--- config.mk ---
export PLATFORM = sky130hd
export DESIGN_NAME = fsla_ctrl
export DESIGN_NICKNAME = d
export VERILOG_FILES = /design/src/hw/rtl/fsla_pkg.sv /design/src/hw/rtl/fsla_ctrl.sv
export SDC_FILE = /design/constraint.sdc
export NUM_CORES = 1
export LEC_CHECK = 0
export BUFFER_PORTS_ARGS = -buffer_cell sky130_fd_sc_hd__buf_2
export CAP_MARGIN = 10
export CORE_AREA = 2 2 39 41
export CTS_CLUSTER_DIAMETER = 50
export CTS_CLUSTER_SIZE = 8
export DETAILED_ROUTE_END_ITERATION = 6
export DIE_AREA = 0 0 41 43
export PLACE_DENSITY = 0.46
export SYNTH_ARGS = -nofsm -noshare
export SYNTH_HDL_FRONTEND = slang
export SYNTH_SLANG_ARGS = --single-unit
export TNS_END_PERCENT = 5
--- constraint.sdc ---
create_clock -name clk -period 1.79 [get_ports clk]
set_clock_uncertainty 0.1 [all_clocks]
set_input_delay 0.0895 -clock clk [delete_from_list [all_inputs] [get_ports clk]]
set_output_delay 0.0895 -clock clk [all_outputs]
set_load 0.005 [all_outputs]
--- src/hw/rtl/fsla_pkg.sv ---
// fsla_pkg: shared constants, state enum and controller/datapath interface structs
// for the fixed-slot free-list allocator; no dependencies
`default_nettype none

package fsla_pkg;

  localparam int SLOTS     = 1024;
  localparam int SLOT_W    = 10;
  localparam int LINK_W    = 11;
  localparam int CFG_W     = 13;
  localparam int UNIT_W    = 11;
  localparam int PROD_W    = SLOT_W + UNIT_W;
  localparam int OFF_W     = 22;
  localparam int IN_DATA_W = 16;
  localparam int OUT_DATA_W = 32;

  localparam logic [LINK_W-1:0] LIST_END = LINK_W'(SLOTS);

  localparam logic FUNC_ALLOC = 1'b0;
  localparam logic FUNC_FREE  = 1'b1;

  typedef enum logic [1:0] {
    ST_IDLE,
    ST_POP,
    ST_MUL,
    ST_OUT
  } state_t;

  typedef struct packed {
    logic push;
    logic pop_start;
    logic take_bump;
    logic refuse;
    logic load_head;
    logic mul;
    logic load_out;
  } cmd_t;

  typedef struct packed {
    logic in_free;
    logic head_empty;
    logic bump_left;
    logic out_free;
  } stat_t;

endpackage

`default_nettype wire

--- src/hw/rtl/fsla_ctrl.sv ---
// fsla_ctrl: sequencing state machine for the allocator
// depends on fsla_pkg; drives commands to fsla_dp
`default_nettype none

module fsla_ctrl (
  input  wire logic           clk,
  input  wire logic           rst,
  input  wire logic           s_tvalid,
  output logic                s_tready,
  input  wire fsla_pkg::stat_t stat,
  output fsla_pkg::cmd_t      cmd
);
  import fsla_pkg::*;

  state_t state;
  state_t state_next;
  logic   fire;

  assign s_tready = (state == ST_IDLE);
  assign fire     = s_tvalid && s_tready;

  always_ff @(posedge clk) begin
    if (rst) begin
      state <= ST_IDLE;
    end else begin
      state <= state_next;
    end
  end

  always_comb begin
    state_next = state;
    unique case (state)
      ST_IDLE: begin
        if (fire && !stat.in_free) begin
          state_next = stat.head_empty ? ST_MUL : ST_POP;
        end
      end
      ST_POP: state_next = ST_MUL;
      ST_MUL: state_next = ST_OUT;
      ST_OUT: begin
        if (stat.out_free) begin
          state_next = ST_IDLE;
        end
      end
      default: state_next = ST_IDLE;
    endcase
  end

  always_comb begin
    cmd = '0;
    unique case (state)
      ST_IDLE: begin
        cmd.push      = fire && stat.in_free;
        cmd.pop_start = fire && !stat.in_free && !stat.head_empty;
        cmd.take_bump = fire && !stat.in_free && stat.head_empty && stat.bump_left;
        cmd.refuse    = fire && !stat.in_free && stat.head_empty && !stat.bump_left;
      end
      ST_POP:  cmd.load_head = 1'b1;
      ST_MUL:  cmd.mul = 1'b1;
      ST_OUT:  cmd.load_out = stat.out_free;
      default: cmd = '0;
    endcase
  end

endmodule

`default_nettype wire

**After elaboration in Yosys (flattened, before gate mapping)**

Cells that the tools add are included.

- Output and inout bits: 8
- Logic and storage cells: 26
- Bits of input ports: 7
- Bits in registers: 2

- Eq/ne operators: 5
- Reductions and logical operators: 12
- Mux-type cells: 8

Operator list:

| cell | number |
|---|---|
| $pmux W2 S4 | 1 |
| $logic_and A1 B1 Y1 | 7 |
| $mux W2 | 3 |
| $eq A2 B2 Y1 const B | 2 |
| $mux W4 | 1 |
| $logic_not A1 Y1 | 3 |
| $mux W1 | 3 |
| $eq A2 B1 Y1 const B | 1 |
| $logic_not A2 Y1 | 1 |
| $ne A2 B1 Y1 const B | 1 |
| $ne A2 B2 Y1 const B | 1 |
| $reduce_and A2 Y1 | 1 |

**Logic depth before layout (Yosys ltp)**

Gate-level depths: netlist of run 1.

- Depth after elaboration: 6
- Mapped depth: 5
- Gate-level depth less buffers: 5

**Worst setup path before layout of run 1**

No wires, ideal clock.

- Kind: flip-flop to flip-flop
- Start point: register state[0]
- End point: register state[0]
- Path buffers: 0
- Path slack: 0.394 ns
- Library setup time: 0.121 ns
- Clock period less this slack: 1.396 ns
- Required time: 1.569 ns
- Cell stages (with the launch flop): 5
- Data arrival time: 1.174 ns
- Cells stage by stage: dfxtp_1 > inv_1 > ha_1 > a21oi_2 > mux2_4

- Word-level cells in the longest chain between the ends: 5
- Elaborated cells on any way between the ends: 10
- Those cells by class: eq/ne: 5; mux: 1; reduce/logical: 4

Ends and longest elaborated chain:

| item | line | text |
|---|---|---|
| start, declared | fsla_ctrl.sv:15 | `state_t state;` |
| start signal, assigned | fsla_ctrl.sv:26 | `state <= state_next;` |
| $logic_not A2 Y1 (*) | fsla_ctrl.sv:19 | `assign s_tready = (state == ST_IDLE);` |
| net s_tready | fsla_ctrl.sv:9 | `output logic s_tready,` |
| $logic_and A1 B1 Y1 | fsla_ctrl.sv:20 | `assign fire = s_tvalid && s_tready;` |
| $logic_and A1 B1 Y1 | fsla_ctrl.sv:34 | `if (fire && !stat.in_free) begin` |
| $ne A2 B1 Y1 (no source line) | - |  |
| $reduce_and A2 Y1 (no source line) | - |  |

The timed path passes the listed nets; every way through them passes the cells marked *.
A chain may end at the register's enable or synchronous reset.

==> metrics.md, run 1 <==
| Metric | Value |
|---|---|
| Status | finished, final reports clean |
| Final hold vios | 0 |
| Clk sink count | 2 |
| Crit path DAT | between 1 and 1.5 ns |
| Filler instances | 148 |
| Most flop-heavy register | state |
| Routed wire length | 450 um |
| GP Congestion | 0.652 |
| Global route overflow | 0 |
| RSZ-0062 raised after global routing | false |
| Crit path required time | between 1.5 and 2 ns |
| Max-slew violations | 0 |
| CP Capture Type | primary output |
| Global-route usage over all layers | 0.0631 |
| Ys flop type | dfxtp_1 |
| VDD IR max | 230 uV |
| Setup Buffers After CTS | 0 |
| Clk slew on worst S/H paths | 0.03 ns |
| Number of remaining DRC errors | 0 |
| Die width | 41 um |
| Final setup fails | 0 |
| Die area | 1760 um^2 |
| Most frequent cells after synthesis | ha_1, nor2_1 |
| Row cnt | 14 |
| Dpl ws | around 0.30 ns |
| FF+latch count, synth | 2 |
| CP Max Fanout | 7 |
| Via Count | 221 |
| Vias per cell | between 3 and 4 |
| Iteration count of the initial detailed-routing pass | 1 |
| Post-cts hold buffer count | 0 |
| Core Region | 1380 um^2 |
| Synth cell types | 17 |
| Worst Tran Pin Value | 0.241 ns |
| Clock Latency Late Sink | around 0.22 ns |
| Area contributors post-synth | ha_1, dfxtp_1, mux2_4, nor2_1, nand2b_4 |
| Post-synth ARST share | 0 |
| Max Cap Violations | 0 |
| Ant diodes | 0 |
| # nets final | 57 |
| Max FFs per register | 2 |
| Yosys top cell area share | 0.208 |
| TritonCTS Buffers | 3 |
| Vias in the first global route | ~210 |
| Area Overhead vs Synth | 46.9% |
| Largest net degree at the start of global routing | 8 |
| Post-route minimum period | 1.65 ns |
| Post-route ant nets | 0 |
| Wire per inst | 7.50 um |
| Post-CTS sizing | 0 |
| Die height | 43 um |
| Root buffer cell | clkbuf_4 |
| EDFF count, synth | 0 |
| Setup CP Type | reg -> out |
| Worst relative slew slack | 0.839 |
| Layout cells sized above 1 | 0.523 |
| Syn. warnings | 0 |
| Initial DRC Count | 0 |
| Hold_ws | 0.134 ns |
| Crit path launch type | flop |
| Ports | 15 |
| Clock Path Buffers | 2 |
| Biggest regs | state x2 |
| Sequential area share after synthesis | 0.167 |
| Initial core utilization | 0.174 |
| Pwr Density | roughly 900 nW/um^2 |
| Syn nets | 38 |
| Largest area contributor in the netlist | ha_1 |
| Initial antenna violation count | 0 |
| Input/output buffers | 14 |
| First-pass GRT wire length | 717 um |
| Mapped cell area | 240 um^2 |
| Sum of negative setup slack | 0 ns |
| # H-tree levels | 1 |
| DP Wirelength | about 400 um |
| Setup ws final | about 0.14 ns |
| Max frequency | 605 MHz |
| Syn Area/Cell | 8.90 um^2 |
| CTS tree | done |
| HP Class | in -> reg |
| Syn Inst Count | 27 |
| Static Leak | around 0.2 nW |
| Period utilization | 0.923 |
[through the flow]
stage	cell area, um^2	total power [mW]	cells	utilization
floorplan	240	0.176	27	-
global placement	330	0.228	57	0.239
detailed placement	330	0.228	57	0.239
CTS	353	0.332	60	0.255
global route	353	0.350	60	0.255
finish	353	0.320	60	0.255
[metal layers]
layer	share of wire	wire length [um]	global-route usage
met3	0.10	46	0
met4	0	0	0.0800
met2	0.42	191	0.0688
met1	0.47	212	0.0924
met5	0	0	0
[worst max-delay path, stage by stage, from the launching register on]
cell	delay (ns)
dfxtp_1	0.35
inv_1	0.09
ha_1	0.29
and3b_1	0.23
and3_1	0.17
buf_2	0.12
[area by class of cell]
type,instances,area [um^2],share of cell area
multi-input cells,23,193,0.546
repair buffers,14,70.1,0.199
flip-flops and latches,2,40.0,0.113
clock buffers,3,22.5,0.0638
well taps,16,20.0,0.0567
inverters,2,7.51,0.0213
[power by group]
part | total (mW) | switching, mW | internal (mW)
clock | 0.0965 | 0.0228 | 0.0737
combinational | 0.158 | 0.0738 | 0.0846
sequential | 0.0649 | 0.00854 | 0.0564
[final timing paths]
kind	startpoint	endpoint	slack [ns]	cells past startpoint
min	rst	state[0]	0.13	3
max reg2reg	state[0]	state[1]	0.32	4
min reg2reg	state[1]	state[1]	0.59	3
max	state[0]	cmd[4]	0.14	5
[placed cells by master (no fill, tap or decap), drive strengths merged]
cell and n:
mux2 2, and2 1, and3 2, ha 4
clkbuf 3, nor2b 2, nand2b 3, dfxtp 2
nand2 1, nor2 4, a21oi 2, buf 14
mux2i 1, inv 2, and3b 1
[logic make-up (layout without fill, tap and decap cells)]
kind of cell               after synthesis  in the layout  synth area share
AOI/OAI and AO/OA                        2              2            0.0573
adders and majority gates                4              4             0.208
buffers and inverters                    2             19            0.0313
DFF                                      2              2             0.167
muxes                                    3              3             0.167
and+or+nand+nor                         14             14             0.370
No activity file was read; power rests on OpenSTA's default activity.
==> run 2: changes to the inputs <==
--- a/config.mk
+++ b/config.mk
@@ -5,14 +5,15 @@
 export SDC_FILE = /design/constraint.sdc
 export NUM_CORES = 1
 export LEC_CHECK = 0
-export BUFFER_PORTS_ARGS = -buffer_cell sky130_fd_sc_hd__buf_2
 export CAP_MARGIN = 10
 export CORE_AREA = 2 2 39 41
+export CTS_BUF_LIST = sky130_fd_sc_hd__clkbuf_16
 export CTS_CLUSTER_DIAMETER = 50
 export CTS_CLUSTER_SIZE = 8
 export DETAILED_ROUTE_END_ITERATION = 6
 export DIE_AREA = 0 0 41 43
-export PLACE_DENSITY = 0.46
+export DONT_BUFFER_PORTS = 1
+export PLACE_DENSITY = 0.37
 export SYNTH_ARGS = -nofsm -noshare
 export SYNTH_HDL_FRONTEND = slang
 export SYNTH_SLANG_ARGS = --single-unit
==> metrics.md, run 2 (synthesized netlist as in run 1, its figures left out) <==
| Metric | Value |
|---|---|
| Status | finished, final reports clean |
| Critical Path Start | state[0] |
| Crit path required time | 1.60 ns (about the same) |
| Max-slew violations | 0 (unchanged) |
| Hold_ws | 0.00740 ns (-0.126 ns) |
| Worst relative slew slack | 0.807 (-0.0320) |
| Global route overflow | 0 (unchanged) |
| # nets final | 43 (-25%) |
| Max Cap Violations | 0 (unchanged) |
| Root buffer cell | clkbuf_16 |
| Worst Tran Pin Value | 0.289 ns (+0.0480 ns) |
| Post-CTS sizing | 0 (unchanged) |
| Area Overhead vs Synth | 39.6% |
| Final hold vios | 0 (unchanged) |
| Via Count | 195 (-12%) |
| DP Wirelength | 403 um (+2.6%) |
| Die height | 43 um (unchanged) |
| Max frequency | 622 MHz (+2.8%) |
| First-pass GRT wire length | 710 um (-0.98%) |
| # H-tree levels | 1 (unchanged) |
| Wire per inst | 11.3 um (+50%) |
| Crit path launch type | flop |
| Multi-input logic area | 193 um^2 (unchanged) |
| CP Capture Type | primary output |
| Finished Layout Cells | 46 (-23%) |
| Routed wire length | 519 um (+15%) |
| Worst path max stage delay | 0.35 ns (about the same) |
| Worst path cell trace | inv_1 -> ha_1 -> and3b_1 -> and3_1 |
| HP Class | in -> reg |
| Static Leak | 0.161 nW (-20%) |
| Placed Instances | 43 (-25%) |
| Largest net degree at the start of global routing | 8 (unchanged) |
| Initial core utilization | 0.174 (unchanged) |
| Initial antenna violation count | 0 (unchanged) |
| Worst Setup EP | cmd[4] |
| Initial DRC Count | 1 (+1) |
| Die width | 41 um (unchanged) |
| Vias per cell | 4.24 (+15%) |
| TritonCTS Buffers | 3 (unchanged) |
| VDD IR max | 324 uV (+41%) |
| Worst r2r src | state[0] |
| Critical path's slowest cell | dfxtp_1 |
| Ports | 15 (unchanged) |
| Die area | 1760 um^2 (unchanged) |
| Period utilization | 0.898 (-0.0253) |
| Clock Latency Late Sink | 0.22 ns (about the same) |
| Ant diodes | 0 (unchanged) |
| GP Congestion | 0.594 (-8.9%) |
| Commonest non-fill, non-tap cells in the layout | nor2_1, ha_1, clkbuf_16 |
| Post-route minimum period | 1.61 ns (-0.0452 ns) |
| Reg-to-reg endpoint | state[0] |
| Clk sink count | 2 (unchanged) |
| Clock Path Buffers | 2 (unchanged) |
| Post-route ant nets | 0 (unchanged) |
| Final setup fails | 0 (unchanged) |
| Setup ws final | 0.183 ns (+0.0452 ns) |
| Storage cell area | 40.0 um^2 (unchanged) |
| Dpl ws | 0.271 ns (-0.0276 ns) |
| Layout cells sized above 1 | 0.300 (-0.223) |
| Setup Buffers After CTS | 0 (unchanged) |
| Max FFs per register | 2 (unchanged) |
| Pwr Density | 1590 nW/um^2 (+75%) |
| Crit path DAT | 1.42 ns (-0.04 ns) |
| Vias in the first global route | 181 (-12%) |
| Global-route usage over all layers | 0.0641 (+0.00100) |
| Setup CP Type | reg -> out |
| RSZ-0062 raised after global routing | false |
| Post-cts hold buffer count | 0 (unchanged) |
| Critical path depth | 4 (-1) |
| Number of remaining DRC errors | 0 (unchanged) |
| Worst R2R Path Depth | 4 (unchanged) |
| Family with the most delay on the worst path | simple AND/OR/NAND/NOR gates |
| Filler instances | 150 (+1.4%) |
| CP Max Fanout | 7 (unchanged) |
| Biggest regs | state x2 |
| Total power | 0.533 mW (+67%) |
| CTS tree | done |
| CP Buf/Inv Count | 1 (-1) |
| Row cnt | 14 (unchanged) |
| Core Region | 1380 um^2 (unchanged) |
| Input/output buffers | 0 (-14) |
| Clk slew on worst S/H paths | 0.03 ns (about the same) |
| FF-to-FF setup slack | 0.28 ns (-0.04 ns) |
| Sum of negative setup slack | 0 ns (unchanged) |
| Most flop-heavy register | state |
| Iteration count of the initial detailed-routing pass | 2 (+1) |
==> run 2: cell count changes in the layout (fill, tap and decap cells not counted), sizes merged <==
cell,change
buf,-14
==> run 2: worst min-delay path by stage <==
stage / start / to / slack (ns) / depth (start not counted)
final: rst / state[1] / 0.007 / 2
after detailed placement: stat[2] / cmd[5] / 0.11 / 1
after global placement: stat[2] / cmd[5] / 0.12 / 1
after global routing: rst / state[1] / 0.02 / 2
after floorplan: stat[2] / cmd[5] / 0.11 / 1
after CTS: rst / state[1] / 0.009 / 2
==> run 2: area by class of cell <==
cell class	instances	area share
Multi-Input combinational cell	23	0.575
Tap cell	16	0.0597
Inverter	2	0.0224
Clock buffer	3	0.224
Sequential cell	2	0.119
==> run 2: metrics by stage <==
step,util,area (um^2)
CTS,0.242,335
detailed placement,0.188,260
global placement,0.188,260
floorplan,-,240
finish,0.242,335
global route,0.242,335
==> run 2: metal layers <==
| metal | up-vias | part of all wire | GRT usage |
|---|---|---|---|
| met1 | 87 | 0.44 | 0.0637 |
| li1 | 95 | - | - |
| met4 | 0 | 0.025 | 0.0800 |
| met3 | 2 | 0.089 | 0.0157 |
| met2 | 11 | 0.45 | 0.0906 |
| met5 | - | 0 | 0 |
==> run 2: power breakdown <==
| part | total, mW | switching, mW | internal (mW) |
|---|---|---|---|
| Combinational | 0.132 | 0.0676 | 0.0649 |
| Clock | 0.335 | 0.0510 | 0.284 |
| Sequential | 0.0655 | 0.00911 | 0.0564 |
| Total | 0.533 | 0.128 | 0.405 |
==> run 3: changes to the inputs <==
--- a/config.mk
+++ b/config.mk
@@ -6,6 +6,8 @@
 export NUM_CORES = 1
 export LEC_CHECK = 0
 export CAP_MARGIN = 10
+export CELL_PAD_IN_SITES_DETAIL_PLACEMENT = 0
+export CELL_PAD_IN_SITES_GLOBAL_PLACEMENT = 1
 export CORE_AREA = 2 2 39 41
 export CTS_BUF_LIST = sky130_fd_sc_hd__clkbuf_16
 export CTS_CLUSTER_DIAMETER = 50
@@ -13,7 +15,7 @@
 export DETAILED_ROUTE_END_ITERATION = 6
 export DIE_AREA = 0 0 41 43
 export DONT_BUFFER_PORTS = 1
-export PLACE_DENSITY = 0.37
+export PLACE_DENSITY = 0.45
 export SYNTH_ARGS = -nofsm -noshare
 export SYNTH_HDL_FRONTEND = slang
 export SYNTH_SLANG_ARGS = --single-unit
==> metrics.md, run 3 (synthesized netlist as in run 1, its figures left out) <==
| Metric | Value |
|---|---|
| Die area | 1760 um^2 (unchanged) |
| Largest net degree at the start of global routing | 8 (unchanged) |
| Critical path's slowest cell | dfxtp_1 |
| Family with the most delay on the worst path | simple AND/OR/NAND/NOR gates |
| TritonCTS Buffers | 3 (unchanged) |
| Routed wire length | 513 um (-1.2%) |
| Initial antenna violation count | 0 (unchanged) |
| # nets final | 43 (unchanged) |
| Multi-input logic area | 193 um^2 (unchanged) |
| Placed Instances | 43 (unchanged) |
| Post-cts hold buffer count | 0 (unchanged) |
| Post-placement cell area | 260 um^2 (unchanged) |
| Worst relative slew slack | 0.825 (+0.0180) |
| Clk sink count | 2 (unchanged) |
| Layout cells sized above 1 | 0.300 (unchanged) |
| Biggest regs | state x2 |
| Core Region | 1380 um^2 (unchanged) |
| Status | finished, final reports clean |
| Most flop-heavy register | state |
| Commonest non-fill, non-tap cells in the layout | nor2_1, ha_1, clkbuf_16 |
| Vias in the first global route | 177 (-2.2%) |
| Final hold vios | 0 (unchanged) |
| Max Cap Violations | 0 (unchanged) |
| Global route overflow | 0 (unchanged) |
| Static Leak | 0.161 nW (unchanged) |
| Area Overhead vs Synth | 39.6% (unchanged) |
| Crit path launch type | flop |
| Pwr Density | 1580 nW/um^2 (-0.61%) |
| Max frequency | 629 MHz (+1.1%) |
| Worst path cell trace | inv_1 -> ha_1 -> and3b_1 -> and3_1 |
| Max-slew violations | 0 (unchanged) |
| Root buffer cell | clkbuf_16 |
| Number of remaining DRC errors | 0 (unchanged) |
| CP Max Fanout | 7 (unchanged) |
| Ports | 15 (unchanged) |
| Iteration count of the initial detailed-routing pass | 2 (unchanged) |
| Period utilization | 0.888 (-0.00976) |
| Post-route ant nets | 0 (unchanged) |
| Global-route usage over all layers | 0.0730 (+0.00894) |
| Clock Path Buffers | 2 (unchanged) |
| VDD IR max | 300 uV (-7.3%) |
| Top Metal Used | met4 |
| Finished Layout Cells | 46 (unchanged) |
| DR WL met3 | 50 um (+8.7%) |
| Clock Latency Late Sink | 0.22 ns (about the same) |
| Crit path required time | 1.60 ns (about the same) |
| CTS tree | done |
| Wl on met1 | 199 um (-13%) |
| HP Class | in -> reg |
| Filler instances | 155 (+3.3%) |
| GP Congestion | 0.641 (+7.9%) |
| Worst path max stage delay | 0.35 ns (about the same) |
| Initial core utilization | 0.174 (unchanged) |
| Clk slew on worst S/H paths | 0.03 ns (about the same) |
| Final setup fails | 0 (unchanged) |
| Vias per cell | 4.43 (+4.6%) |
| Input/output buffers | 0 (unchanged) |
| Initial DRC Count | 1 (unchanged) |
| Crit path DAT | 1.40 ns (-0.02 ns) |
| Sum of negative setup slack | 0 ns (unchanged) |
| Row cnt | 14 (unchanged) |
| CP Buf/Inv Count | 1 (unchanged) |
| Design area | 335 um^2 (unchanged) |
| Worst Tran Pin Value | 0.262 ns (-0.0270 ns) |
| Post-CTS sizing | 0 (unchanged) |
| First-pass GRT wire length | 731 um (+3.0%) |
| Max FFs per register | 2 (unchanged) |
| Routed wl met2 | 248 um (+7.4%) |
| RSZ-0062 raised after global routing | false |
| CP Capture Type | primary output |
| Ant diodes | 0 (unchanged) |
| Die height | 43 um (unchanged) |
| Storage cell area | 40.0 um^2 (unchanged) |
| Setup CP Type | reg -> out |
| Die width | 41 um (unchanged) |
| Wire per inst | 11.2 um (-1.2%) |
| DP Wirelength | 406 um (+0.72%) |
| Via Count | 204 (+4.6%) |
| # H-tree levels | 1 (unchanged) |
| Post-route minimum period | 1.59 ns (-0.0175 ns) |
| Setup Buffers After CTS | 0 (unchanged) |
==> run 3: path summary, 6_finish.rpt <==
kind | cells past startpoint | startpoint | endpoint | slack (ns)
worst max register to register | 4 | state[0] | state[1] | 0.29
worst max-delay path | 4 | state[0] | cmd[4] | 0.20
worst min register to register | 3 | state[1] | state[1] | 0.59
worst min-delay path | 2 | rst | state[1] | 0.006
==> run 3: report_power, final <==
part,switching (mW),leakage [nW],internal (mW)
Sequential,0.00888,0.0164,0.0564
Combinational,0.0647,0.107,0.0645
Clock,0.0511,0.0370,0.284
Total,0.125,0.161,0.405
==> run 3: final cells by class <==
cell class              instances  area share
multi-input cells              23       0.575
clock buffers                   3       0.224
well taps                      16      0.0597
flip-flops and latches          2       0.119
inverters                       2      0.0224
==> run 3: routing by layer <==
metal / track usage / vias to the layer above
met2: 0.0813 / 12
met1: 0.0730 / 92
met3: 0.0314 / 2
li1: - / 98
met4: 0.120 / 0
met5: 0 / -
==> run 3: stage by stage <==
| step | total power [mW] | setup slack, ns | hold WS, ns | utilization |
|---|---|---|---|---|
| 6_report | 0.530 | 0.200 | 0.00592 | 0.242 |
| 5_1_grt | 0.557 | 0.113 | 0.0205 | 0.242 |
| 4_1_cts | 0.537 | 0.196 | 0.00912 | 0.242 |
| 3_5_place_dp | 0.197 | 0.292 | 0.112 | 0.188 |
| 3_3_place_gp | 0.195 | 0.322 | 0.115 | 0.188 |
| 2_1_floorplan | 0.176 | 0.394 | 0.109 | - |
